$ cat config.mk
export PLATFORM = sky130hd
export DESIGN_NAME = fault_code_table_top
export DESIGN_NICKNAME = d
export VERILOG_FILES = /design/src/hdl/fct_pkg.sv /design/src/hdl/fct_ctrl.sv /design/src/hdl/fct_datapath.sv /design/src/hdl/fault_code_table_top.sv
export SDC_FILE = /design/constraint.sdc
export NUM_CORES = 1
export LEC_CHECK = 0
export ABC_AREA = 1
export ABC_CLOCK_PERIOD_IN_PS = 6620
export BUFFER_PORTS_ARGS = -buffer_cell sky130_fd_sc_hd__buf_2
export CAP_MARGIN = 20
export CORE_ASPECT_RATIO = 0.8
export CORE_UTILIZATION = 40
export CTS_CLUSTER_DIAMETER = 50
export DETAILED_ROUTE_END_ITERATION = 8
export MAX_ROUTING_LAYER = met4
export PLACE_DENSITY = 0.61
export SETUP_SLACK_MARGIN = 0.5
export SLEW_MARGIN = 5
export SYNTH_ARGS = -nofsm -noshare
export SYNTH_HDL_FRONTEND = slang
export SYNTH_SLANG_ARGS = --single-unit
$ cat constraint.sdc
create_clock -name clock -period 6.62 [get_ports clock]
set_input_delay 1.324 -clock clock [delete_from_list [all_inputs] [get_ports clock]]
set_output_delay 1.324 -clock clock [all_outputs]
set_load 0.01 [all_outputs]
$ cat src/hdl/fct_pkg.sv
// Shared types, codes and helpers of the fault code table.
package fct_pkg;

   localparam logic [2:0] CMD_SET_STATUS = 3'd0;
   localparam logic [2:0] CMD_GET_RECORD = 3'd1;
   localparam logic [2:0] CMD_CLEAR_ALL  = 3'd2;
   localparam logic [2:0] CMD_AGING_TICK = 3'd3;
   localparam logic [2:0] CMD_BROADCAST  = 3'd4;

   localparam logic [1:0] KIND_ACK   = 2'd0;
   localparam logic [1:0] KIND_REPLY = 2'd1;
   localparam logic [1:0] KIND_HDR   = 2'd2;
   localparam logic [1:0] KIND_ENTRY = 2'd3;

   localparam logic [1:0] CSR_AUTO_CLEAR = 2'd0;
   localparam logic [1:0] CSR_AGING_LIM  = 2'd1;
   localparam logic [1:0] CSR_FAILED     = 2'd2;
   localparam logic [1:0] CSR_NOT_DONE   = 2'd3;

   localparam logic [15:0] AGING_LIM_RST = 16'd40;
   localparam logic [7:0]  FAILED_RST    = 8'h01;
   localparam logic [7:0]  NOT_DONE_RST  = 8'h40;
   localparam logic [7:0]  COUNT_MAX     = 8'hFF;
   localparam logic [15:0] AGING_MAX     = 16'hFFFF;
   localparam logic [3:0]  SPN_HI_MASK   = 4'hF;

   typedef struct packed {
      logic [18:0] spn;
      logic [4:0]  fmi;
      logic [7:0]  status;
      logic [7:0]  count;
   } record_type;

   typedef enum logic [3:0] {
      ST_IDLE, ST_DECODE, ST_SCAN, ST_UPDATE, ST_SET_RSP, ST_GET_RSP,
      ST_FULL_RSP, ST_AGE_CHK, ST_COMPACT, ST_BCAST, ST_ACK
   } state_type;

   typedef enum logic [2:0] {
      RS_ACK, RS_FULL, RS_SET, RS_GET, RS_STAGED
   } rsp_sel_type;

   typedef struct packed {
      logic        load;
      logic        clear_tab;
      logic        age_inc;
      logic        append;
      logic        update;
      logic        idx_inc;
      logic        keep;
      logic        commit;
      logic        stage_hdr;
      logic        stage_entry;
      logic        clr_pend;
      logic        push;
      rsp_sel_type rsp_sel;
      logic        last;
   } dp_cmd_type;

   typedef struct packed {
      logic [2:0] cmd;
      logic       scan_end;
      logic       hit;
      logic       full;
      logic       failed;
      logic       not_done;
      logic       age_fire;
      logic       pending;
      logic       out_free;
   } dp_stat_type;

   // byte0 spn[7:0], byte1 spn[15:8], byte2 spn[18:16] | fmi[3:0]<<4, byte3 count
   function automatic logic [31:0] pack_word(input record_type r);
      logic [3:0] hi;
      hi = {1'b0, r.spn[18:16]} & SPN_HI_MASK;
      return {r.count, r.fmi[3:0], hi, r.spn[15:0]};
   endfunction

endpackage

$ cat src/hdl/fct_ctrl.sv
// Command sequencer of the fault code table.
module fct_ctrl (
   input  logic                clock,
   input  logic                reset,
   input  logic                req_tvalid,
   output logic                req_tready,
   input  fct_pkg::dp_stat_type stat,
   output fct_pkg::dp_cmd_type  cmd
);
   import fct_pkg::*;

   state_type state_ff, state_in;

   always_ff @(posedge clock) begin
      if (reset) begin
         state_ff <= ST_IDLE;
      end else begin
         state_ff <= state_in;
      end
   end

   always_comb begin
      state_in   = state_ff;
      cmd        = '0;
      cmd.rsp_sel = RS_ACK;
      req_tready = 1'b0;
      case (state_ff)
         ST_IDLE: begin
            req_tready = 1'b1;
            if (req_tvalid) begin
               cmd.load = 1'b1;
               state_in = ST_DECODE;
            end
         end
         ST_DECODE: begin
            case (stat.cmd)
               CMD_SET_STATUS, CMD_GET_RECORD: state_in = ST_SCAN;
               CMD_CLEAR_ALL: begin
                  cmd.clear_tab = 1'b1;
                  state_in = ST_ACK;
               end
               CMD_AGING_TICK: begin
                  cmd.age_inc = 1'b1;
                  state_in = ST_AGE_CHK;
               end
               CMD_BROADCAST: begin
                  if (stat.pending) begin
                     cmd.stage_hdr = 1'b1;
                     state_in = ST_BCAST;
                  end else begin
                     state_in = ST_ACK;
                  end
               end
               default: state_in = ST_ACK;
            endcase
         end
         ST_SCAN: begin
            if (stat.cmd == CMD_GET_RECORD) begin
               if (stat.scan_end || stat.hit) state_in = ST_GET_RSP;
               else cmd.idx_inc = 1'b1;
            end else if (stat.scan_end) begin
               if (stat.full) begin
                  state_in = ST_FULL_RSP;
               end else begin
                  cmd.append = 1'b1;
                  state_in = ST_UPDATE;
               end
            end else if (stat.hit) begin
               state_in = ST_UPDATE;
            end else begin
               cmd.idx_inc = 1'b1;
            end
         end
         ST_UPDATE: begin
            cmd.update = 1'b1;
            state_in = ST_SET_RSP;
         end
         ST_SET_RSP, ST_GET_RSP, ST_FULL_RSP, ST_ACK: begin
            case (state_ff)
               ST_SET_RSP:  cmd.rsp_sel = RS_SET;
               ST_GET_RSP:  cmd.rsp_sel = RS_GET;
               ST_FULL_RSP: cmd.rsp_sel = RS_FULL;
               default:     cmd.rsp_sel = RS_ACK;
            endcase
            cmd.last = 1'b1;
            if (stat.out_free) begin
               cmd.push = 1'b1;
               state_in = ST_IDLE;
            end
         end
         ST_AGE_CHK: begin
            state_in = stat.age_fire ? ST_COMPACT : ST_ACK;
         end
         ST_COMPACT: begin
            if (stat.scan_end) begin
               cmd.commit = 1'b1;
               state_in = ST_ACK;
            end else begin
               cmd.keep    = !stat.not_done;
               cmd.idx_inc = 1'b1;
            end
         end
         ST_BCAST: begin
            cmd.rsp_sel = RS_STAGED;
            if (stat.scan_end) begin
               cmd.last = 1'b1;
               if (stat.out_free) begin
                  cmd.push     = 1'b1;
                  cmd.clr_pend = 1'b1;
                  state_in = ST_IDLE;
               end
            end else if (stat.failed) begin
               if (stat.out_free) begin
                  cmd.push        = 1'b1;
                  cmd.stage_entry = 1'b1;
                  cmd.idx_inc     = 1'b1;
               end
            end else begin
               cmd.idx_inc = 1'b1;
            end
         end
         default: state_in = ST_IDLE;
      endcase
   end

endmodule

$ cat src/hdl/fct_datapath.sv
// Record table, counters, config registers and result register.
module fct_datapath #(
   parameter int MAX_ENTRIES = 16
) (
   input  logic                 clock,
   input  logic                 reset,
   input  logic [2:0]           req_cmd,
   input  logic [31:0]          req_data,
   input  logic                 csr_we,
   input  logic [1:0]           csr_index,
   input  logic [15:0]          csr_wdata,
   input  fct_pkg::dp_cmd_type  cmd,
   output fct_pkg::dp_stat_type stat,
   input  logic                 rsp_tready,
   output logic                 rsp_tvalid,
   output logic [55:0]          rsp_tdata,
   output logic [1:0]           rsp_tuser,
   output logic                 rsp_tlast
);
   import fct_pkg::*;

   localparam int CNT_W = $clog2(MAX_ENTRIES + 1);
   localparam int IDX_W = (MAX_ENTRIES > 1) ? $clog2(MAX_ENTRIES) : 1;

   record_type  tab_ff [MAX_ENTRIES];
   logic [2:0]  cmd_ff;
   logic [18:0] spn_ff;
   logic [4:0]  fmi_ff;
   logic [7:0]  ns_ff;
   logic [CNT_W-1:0] idx_ff, wr_ff, used_ff;
   logic [15:0] aging_ff;
   logic        chg_ff;
   logic        auto_clear_ff;
   logic [15:0] aging_lim_ff;
   logic [7:0]  failed_ff, not_done_ff;
   logic [1:0]  stg_kind_ff;
   logic [31:0] stg_word_ff;
   logic        rsp_valid_ff, rsp_ok_ff, rsp_last_ff;
   logic [1:0]  rsp_kind_ff;
   logic [7:0]  rsp_status_ff, rsp_occ_ff;
   logic [4:0]  rsp_count_ff;
   logic [31:0] rsp_word_ff;

   record_type entry, upd;
   logic       found;
   logic       rsp_ok_in;
   logic [1:0] rsp_kind_in;
   logic [7:0] rsp_status_in, rsp_occ_in;
   logic [31:0] rsp_word_in;

   assign entry = tab_ff[idx_ff[IDX_W-1:0]];
   assign found = (idx_ff != used_ff);

   always_comb begin
      upd = entry;
      if (entry.status != ns_ff) begin
         upd.status = ns_ff;
         if (((ns_ff & failed_ff) != '0) && (entry.count != COUNT_MAX)) begin
            upd.count = entry.count + 8'd1;
         end
      end
   end

   always_comb begin
      stat.cmd      = cmd_ff;
      stat.scan_end = (idx_ff == used_ff);
      stat.hit      = (entry.spn == spn_ff) && (entry.fmi == fmi_ff);
      stat.full     = (used_ff == CNT_W'(MAX_ENTRIES));
      stat.failed   = (entry.status & failed_ff) != '0;
      stat.not_done = (entry.status & not_done_ff) != '0;
      stat.age_fire = auto_clear_ff && (aging_ff >= aging_lim_ff);
      stat.pending  = chg_ff;
      stat.out_free = !rsp_valid_ff || rsp_tready;
   end

   // table write port: append, in-place update, or compaction move
   always_ff @(posedge clock) begin
      if (cmd.append) begin
         tab_ff[used_ff[IDX_W-1:0]] <= '{spn: spn_ff, fmi: fmi_ff, status: 8'd0,
                                         count: 8'd1};
      end else if (cmd.update) begin
         tab_ff[idx_ff[IDX_W-1:0]] <= upd;
      end else if (cmd.keep) begin
         tab_ff[wr_ff[IDX_W-1:0]] <= entry;
      end
   end

   always_ff @(posedge clock) begin
      if (cmd.load) begin
         cmd_ff <= req_cmd;
         spn_ff <= req_data[18:0];
         fmi_ff <= req_data[23:19];
         ns_ff  <= req_data[31:24];
      end
      if (cmd.stage_hdr) begin
         stg_kind_ff <= KIND_HDR;
         stg_word_ff <= '0;
      end else if (cmd.stage_entry) begin
         stg_kind_ff <= KIND_ENTRY;
         stg_word_ff <= pack_word(entry);
      end
   end

   always_ff @(posedge clock) begin
      if (reset) begin
         idx_ff   <= '0;
         wr_ff    <= '0;
         used_ff  <= '0;
         aging_ff <= '0;
         chg_ff   <= 1'b0;
      end else begin
         if (cmd.load) begin
            idx_ff <= '0;
            wr_ff  <= '0;
         end else if (cmd.idx_inc) begin
            idx_ff <= idx_ff + CNT_W'(1);
         end
         if (cmd.keep) wr_ff <= wr_ff + CNT_W'(1);
         if (cmd.append) used_ff <= used_ff + CNT_W'(1);
         else if (cmd.clear_tab) used_ff <= '0;
         else if (cmd.commit) used_ff <= wr_ff;
         if (cmd.age_inc && (aging_ff != AGING_MAX)) aging_ff <= aging_ff + 16'd1;
         if (cmd.clear_tab || (cmd.update && (entry.status != ns_ff)) ||
             (cmd.commit && (wr_ff != used_ff))) begin
            chg_ff <= 1'b1;
         end else if (cmd.clr_pend) begin
            chg_ff <= 1'b0;
         end
      end
   end

   always_ff @(posedge clock) begin
      if (reset) begin
         auto_clear_ff <= 1'b0;
         aging_lim_ff  <= AGING_LIM_RST;
         failed_ff     <= FAILED_RST;
         not_done_ff   <= NOT_DONE_RST;
      end else if (csr_we) begin
         case (csr_index)
            CSR_AUTO_CLEAR: auto_clear_ff <= csr_wdata[0];
            CSR_AGING_LIM:  aging_lim_ff  <= csr_wdata;
            CSR_FAILED:     failed_ff     <= csr_wdata[7:0];
            CSR_NOT_DONE:   not_done_ff   <= csr_wdata[7:0];
            default: ;
         endcase
      end
   end

   always_comb begin
      rsp_kind_in   = KIND_ACK;
      rsp_ok_in     = 1'b1;
      rsp_status_in = '0;
      rsp_occ_in    = '0;
      rsp_word_in   = '0;
      case (cmd.rsp_sel)
         RS_ACK: ;
         RS_FULL: rsp_ok_in = 1'b0;
         RS_SET: begin
            rsp_status_in = entry.status;
            rsp_occ_in    = entry.count;
         end
         RS_GET: begin
            rsp_kind_in = KIND_REPLY;
            rsp_ok_in   = found;
            if (found) begin
               rsp_status_in = entry.status;
               rsp_occ_in    = entry.count;
            end
         end
         RS_STAGED: begin
            rsp_kind_in = stg_kind_ff;
            rsp_word_in = stg_word_ff;
         end
         default: ;
      endcase
   end

   always_ff @(posedge clock) begin
      if (reset) begin
         rsp_valid_ff <= 1'b0;
      end else if (cmd.push) begin
         rsp_valid_ff <= 1'b1;
      end else if (rsp_tready) begin
         rsp_valid_ff <= 1'b0;
      end
      if (cmd.push) begin
         rsp_kind_ff   <= rsp_kind_in;
         rsp_ok_ff     <= rsp_ok_in;
         rsp_status_ff <= rsp_status_in;
         rsp_occ_ff    <= rsp_occ_in;
         rsp_count_ff  <= 5'(used_ff);
         rsp_word_ff   <= rsp_word_in;
         rsp_last_ff   <= cmd.last;
      end
   end

   assign rsp_tvalid = rsp_valid_ff;
   assign rsp_tuser  = rsp_kind_ff;
   assign rsp_tlast  = rsp_last_ff;
   assign rsp_tdata  = {2'b00, rsp_word_ff, rsp_count_ff, rsp_occ_ff, rsp_status_ff,
                        rsp_ok_ff};

   a_used_bound: assert property (@(posedge clock) disable iff (reset)
      used_ff <= CNT_W'(MAX_ENTRIES))
      else $error("record count above table depth");
   a_wr_behind: assert property (@(posedge clock) disable iff (reset)
      wr_ff <= idx_ff)
      else $error("compaction write index ahead of read index");
   a_pend_clear: assert property (@(posedge clock) disable iff (reset)
      cmd.clr_pend |=> !chg_ff)
      else $error("pending flag survived broadcast");
   a_push_free: assert property (@(posedge clock) disable iff (reset)
      cmd.push |-> (!rsp_valid_ff || rsp_tready))
      else $error("result overwritten before transfer");

endmodule

$ cat src/hdl/fault_code_table_top.sv
// Top level of the fault code table: sequencer plus datapath.
//
//  channel   dir  signals                          notes
//  req       in   tvalid/tready/tdata[31:0]/tuser   one command per transfer
//  rsp       out  tvalid/tready/tdata[55:0]/tuser   1 to MAX_ENTRIES+1 transfers, tlast ends
//  csr       in   we/index[1:0]/wdata[15:0]         write only, idle time only
//
// Set_status compares one record per cycle over a table of N records, then
// appends or updates and responds; get_record searches the same way. Aging with
// auto clear moves one record per cycle over the single table write port.
// Any step that emits waits while the result register still holds an untaken result.
// Reset is synchronous and clears control state; record contents are not cleared.
// Commands are taken one at a time; rsp back-pressure stalls the sequencer.
module fault_code_table_top #(
   parameter int MAX_ENTRIES = 16
) (
   input  logic        clock,
   input  logic        reset,
   input  logic        req_tvalid,
   output logic        req_tready,
   input  logic [31:0] req_tdata,   // param_number[18:0], failure_mode[23:19], new_status[31:24]
   input  logic [2:0]  req_tuser,   // cmd[2:0]
   output logic        rsp_tvalid,
   input  logic        rsp_tready,
   output logic [55:0] rsp_tdata,   // ok[0], status_out[8:1], occurrences[16:9],
                                    // entry_count[21:17], packed_word[53:22], zero[55:54]
   output logic [1:0]  rsp_tuser,   // kind[1:0]
   output logic        rsp_tlast,
   input  logic        csr_we,
   input  logic [1:0]  csr_index,
   input  logic [15:0] csr_wdata
);
   import fct_pkg::*;

   dp_cmd_type  dp_cmd;
   dp_stat_type dp_stat;

   // sequencer: one state per search, compaction or emit step
   fct_ctrl u_ctrl (
      .clock      (clock),
      .reset      (reset),
      .req_tvalid (req_tvalid),
      .req_tready (req_tready),
      .stat       (dp_stat),
      .cmd        (dp_cmd)
   );

   // table, counters and the result register that decouples rsp stalls
   fct_datapath #(.MAX_ENTRIES(MAX_ENTRIES)) u_dp (
      .clock      (clock),
      .reset      (reset),
      .req_cmd    (req_tuser),
      .req_data   (req_tdata),
      .csr_we     (csr_we),
      .csr_index  (csr_index),
      .csr_wdata  (csr_wdata),
      .cmd        (dp_cmd),
      .stat       (dp_stat),
      .rsp_tready (rsp_tready),
      .rsp_tvalid (rsp_tvalid),
      .rsp_tdata  (rsp_tdata),
      .rsp_tuser  (rsp_tuser),
      .rsp_tlast  (rsp_tlast)
   );

endmodule
### Yosys cells after proc, flatten, opt, wreduce, memory -nomap -nowiden

Memory sizes are Yosys's and may differ from the RTL's. A register that Yosys moved wholly into a read port is not among the register bits.
Cells that the tools add are included.

| word-level totals | value |
|---|---|
| output and inout bits | 61 |
| RAM bits | 640 |
| word-level logic and storage cells | 181 |
| input bits | 58 |
| memories kept | 1 |
| bits in registers | 193 |

Memories:

| name | depth | width | read ports | clocked after memory_dff | write ports | RTL line | text |
|---|---|---|---|---|---|---|---|
| u_dp.tab_ff | 16 | 40 | 1 | 1 | 1 | fct_datapath.sv:25 | `record_type tab_ff [MAX_ENTRIES];` |

| operators by class | value |
|---|---|
| $lt $le $gt $ge | 1 |
| add/subtract/negate cells | 5 |
| bitwise logic cells | 3 |
| eq/ne operators | 35 |
| reduce and logical (&&, ||, !) cells | 32 |
| multiplexer cells | 80 |

Operator list:

| operator | count |
|---|---|
| $mux 40 | 2 |
| $reduce_or 40->1 | 2 |
| $mux 4 | 12 |
| $mux 1 | 40 |
| $pmux 4 s8 | 1 |
| $pmux 8 s2 | 2 |
| $mux 5 | 5 |
| $and 8x8->8 | 3 |
| $mux 8 | 3 |
| $reduce_bool 8->1 | 3 |
| $eq 19x19->1 | 1 |
| $add 16x1->16 const B | 1 |
| $eq 4x3->1 const B | 4 |
| $ge 16x16->1 | 1 |
| $mux 16 | 1 |
| $ne 16x16->1 const B | 1 |
| $add 5x1->5 const B | 3 |
| $mux 2 | 7 |
| $eq 3x2->1 const B | 4 |
| $eq 4x4->1 const B | 3 |
| $pmux 4 s3 | 1 |
| $eq 5x5->1 | 2 |
| $ne 5x5->1 | 2 |
| $pmux 5 s2 | 1 |
| 31 further kinds | 51 |

### Longest topological paths before layout

| depth | value |
|---|---|
| depth in word-level cells | 11 |
| gate-level depth with buffers | 23 |
| gate-level depth less buffers | 19 |

### Cells and area by module

From an unflattened synthesis, not the netlist that was laid out.

| unflattened totals | value |
|---|---|
| cells, all modules | 3,163 |
| area total of the unflattened synthesis | 35,262.6 µm² |

By module, submodules not included:

| module | seq. area each (µm²) | area each (µm²) | instances | cells each |
|---|---|---|---|---|
| fct_datapath | 23,993.0 | 34,717.0 | 1 | 3,051 |
| fct_ctrl | 80.1 | 545.5 | 1 | 112 |

### Worst setup path before layout

No wires, ideal clock.

| path | value |
|---|---|
| path kind | input to register |
| from | in rsp_tready |
| to | reg u_dp.rsp_count_ff[0], enable pin |
| stages | 2 |
| arrival time | 4.140 ns |
| library setup time | 0.486 ns |
| buffers on the path | 0 |
| data required time | 6.134 ns |
| setup slack | 1.994 ns |
| cells stage by stage | nor2_1 o211ai_1 |

RTL lines:

| element | RTL line | text |
|---|---|---|
| from (decl) | fault_code_table_top.sv:24 | `input logic rsp_tready,` |
| to (signal assigned) | fct_datapath.sv:191 | `rsp_count_ff <= 5'(used_ff);` |
| to (decl) | fct_datapath.sv:41 | `logic [4:0] rsp_count_ff;` |

==> results.cfg <==
[run_status]
status = finished, final reports clean

[worst_setup_path]
critPathMaxStageDelay_ps = 760
arrival_ps = 5220
worst-path-max-fanout = 57
cp-start-kind = flip-flop
path_cells = buf_4 -> nor2_1 -> o21ai_1 -> o211ai_1 -> nand3_1 -> nand2_1 -> inv_2 -> o21ai_0 -> a21oi_2 -> nand3b_4 -> o21ai_1 -> nand3b_1 -> nor2_4 -> buf_4
cp.required_ps = 6920
endpoint_kind = flip-flop
reg2reg_slack_ps = 1700
reg2reg_to = u_dp.tab_ff[1][2]
cpMaxStageDelayCell = dfxtp_4
path_class = flip-flop to flip-flop
reg2reg_depth = 14

[route]
antenna_left = 0
drt_wl_total_mm = 94.08
routed_via_density = 5.237
dr.first_iter.drc_count = 2621
routed_wire_length_per_instance_um = 20.03
route.detailed.drc = 0
vias = 24597
drt_pass1_iterations = 6

[logic_synthesis]
synthCells = 3333
async_reset_ff_share_pct = 0
yosysTopAreaCell = edfxtp_1
synth.most_common_cell = edfxtp_1
syn-cell-area_mm2 = 0.03555
syn-mean-instance-area_um2 = 10.67
synth-seq-area-share_pct = 67.72
ys_types = 50
synth_edf_count = 731
synth-seq-cells = 837
netlist_top_cells_area = edfxtp_1 (62%), nand2_1 (7.6%), dfxtp_1 (6.0%)
synthFlopType = edfxtp_1
synth_common_cells = edfxtp_1 (731), nand2_1 (716), nor2_1 (388), inv_1 (305), nand3_1 (285)
ys.warnings.count = 0
yosys.area.top_type_share_pct = 61.75

[pwr]
p_sw_uw = 4715
p_comb_share_pct = 22.0
power.density_mw_per_mm2 = 369.6
vdd_drop_max_v = 0.0002096
pwr-share-clk_pct = 32.8
swShare_pct = 31.57
power_frac_seq_pct = 45.2
p_leak_uw = 0.01515
p_int_uw = 10220

[sta]
relSlewSlack_pct = 27.96
final-hold-violation-count = 0
slew_violations = 0
fmax_mhz = 203.2
fin_skew_ps = 26.48
setup-tns-final_ps = 0
period_share_pct = 74.35
setup_slack_ps = 1698
setup_viol = 0
fin_crit_ps = 4922
rsz0062_at_grt = no
hold_slack_ps = 456.2
tightest_slew_ps = 1073

[min_path]
whs_endpoint = u_dp.stg_word_ff[2]
hold_class = flip-flop to flip-flop
hold_path_depth = 2
hp-start = u_dp.stg_word_ff[2]

[final_layout]
n_fill_cell = 8036
final_cells = 4697
final_util_pct = 46.05
layout-drive-gt1-share_pct = 10.63
nets = 3518
multiInputGateArea_mm2 = 0.009492
regArea_mm2 = 0.02409
syn2layout_area_growth_pct = 13.67

[cts]
htreeDepth = 3
cts_hold_buf = 0
postCtsSetupBuffers = 0
cts_root_buf = clkbuf_16
cts_tree = built
cts_made_buffers = 82
clk_path_buf_depth = 3
cts.sinks = 837
path_clk_slew_ps = 70
cts-resized-gates = 0
clk_latency_ps = 660

[floorplan]
die_area_mm2 = 0.09008
dieHeight_um = 268.6
initial_core_util_pct = 40.51
rows = 97
dieWidth_um = 335.3
num_io_pins = 119
core_mm2 = 0.08775

[global_routing]
grt-ovfl-total = 0
antenna_found_initial = 0
grt_pass1_wl_mm = 141.7
gr-usage-all-layers_pct = 21.34
grt_pass1_vias = 22711
grt_max_degree = 189

[placed_design]
dpl_worst_slack_ps = 1749
dp_hpwl_mm = 55.42
dpl.cell_count = 4533
io_buffers = 115
gp_congestion = 0.8611

[job]
cap_violations = 0
==> per-stage QoR <==
step | cell area (um^2) | total power [uW]
2_1_floorplan | 35560 | 8908
6_report | 40410 | 14930
5_1_grt | 40410 | 15600
3_3_place_gp | 37530 | 10090
3_5_place_dp | 37530 | 10120
4_1_cts | 40340 | 14990
==> how the worst max path moves through the flow <==
| stage | from | endpoint | slack (ps) | cells after the start |
|---|---|---|---|---|
| after floorplan | rsp_tready | u_dp.rsp_count_ff[0] | 1990 | 2 |
| after CTS | flip-flop | u_dp.tab_ff[11][2] | 1720 | 17 |
| after global routing | flip-flop | u_dp.tab_ff[1][2] | 1340 | 15 |
| after detailed placement | flip-flop | u_dp.tab_ff[0][2] | 1750 | 17 |
| after global placement | flip-flop | u_dp.tab_ff[1][32] | 1810 | 13 |
| final | flip-flop | u_dp.tab_ff[1][2] | 1700 | 14 |
==> power by group through the flow <==
| stage | combinational [uW] | clock, uW | sequential (uW) |
|---|---|---|---|
| after detailed placement | 3250 | 0 | 6870 |
| after global placement | 3220 | 0 | 6870 |
| final | 3280 | 4890 | 6760 |
| after global routing | 3630 | 5170 | 6790 |
| after floorplan | 1990 | 0 | 6920 |
| after CTS | 3260 | 4960 | 6760 |
==> placed cells by master (no fill, tap or decap), types with 5 or more instances in the layout <==
| master | instances |
|---|---|
| edfxtp_1 | 731 |
| nand2_1 | 714 |
| nor2_1 | 372 |
| inv_1 | 302 |
| nand3_1 | 285 |
| o21ai_0 | 222 |
| buf_2 | 115 |
| dfxtp_1 | 102 |
| a21oi_1 | 99 |
| o211ai_1 | 86 |
| clkbuf_16 | 82 |
| buf_4 | 62 |
| o22ai_1 | 44 |
| o21ai_1 | 34 |
| ha_1 | 22 |
| nor3_1 | 21 |
| xor2_1 | 18 |
| clkinv_2 | 16 |
| nor2_4 | 16 |
| clkbuf_1 | 16 |
| buf_12 | 14 |
| nand4_1 | 12 |
| clkinv_1 | 11 |
| bufinv_16 | 11 |
| inv_2 | 9 |
| o221ai_1 | 8 |
| nor4_1 | 6 |
| clkinvlp_4 | 6 |
| clkinv_8 | 5 |
| inv_6 | 5 |
==> layer usage <==
metal / global-route usage, % / part of all wire, %
met5: - / 0
met4: 5.023 / 2.1
met3: 2.963 / 6.9
met2: 32.27 / 46
met1: 30.47 / 45
==> final cells by class <==
| cell class | instances | area share [%] |
|---|---|---|
| Multi-Input combinational cell | 2007 | 23.49 |
| Clock inverter | 53 | 1.632 |
| Tap cell | 1188 | 3.678 |
| Sequential cell | 837 | 59.60 |
| Clock buffer | 101 | 5.329 |
| Inverter | 319 | 2.991 |
| Antenna cell | 1 | 0.006193 |
| Timing Repair Buffer | 191 | 3.270 |
==> critical path: cells and delay by family (launching register included) <==
family / cells / cell delay [ps]
compound gates: 5 / 820
flops: 1 / 760
simple gates: 6 / 1760
buf+inv: 3 / 1170
==> registers in the layout, summed over array words and instances (netlist names), 2 cells and up, named ones only <==
signal	flops
u_dp.aging_ff	16
u_dp.fmi_ff	5
u_dp.rsp_status_ff	8
u_dp.stg_word_ff	31
u_dp.spn_ff	19
u_dp.used_ff	5
u_dp.rsp_tuser	2
u_dp.rsp_count_ff	5
u_dp.failed_ff	8
u_dp.idx_ff	5
u_dp.not_done_ff	8
u_dp.aging_lim_ff	16
u_dp.rsp_occ_ff	8
u_dp.tab_ff	640
u_dp.rsp_word_ff	31
u_ctrl.state_ff	4
u_dp.ns_ff	8
u_dp.cmd_ff	3
u_dp.wr_ff	5
==> kinds of logic after synthesis <==
logic type / count (synthesis) / share of synthesized area, %
DFF: 837 / 67.72
AOI/OAI and AO/OA: 515 / 8.317
and+or+nand+nor: 1444 / 16.65
other: 1 / 0.01055
muxes: 1 / 0.02816
adders and majority gates: 22 / 0.7743
xor gates and xnor gates: 22 / 0.5420
buffers and inverters: 491 / 5.959
(Power assumes the default switching activity.)
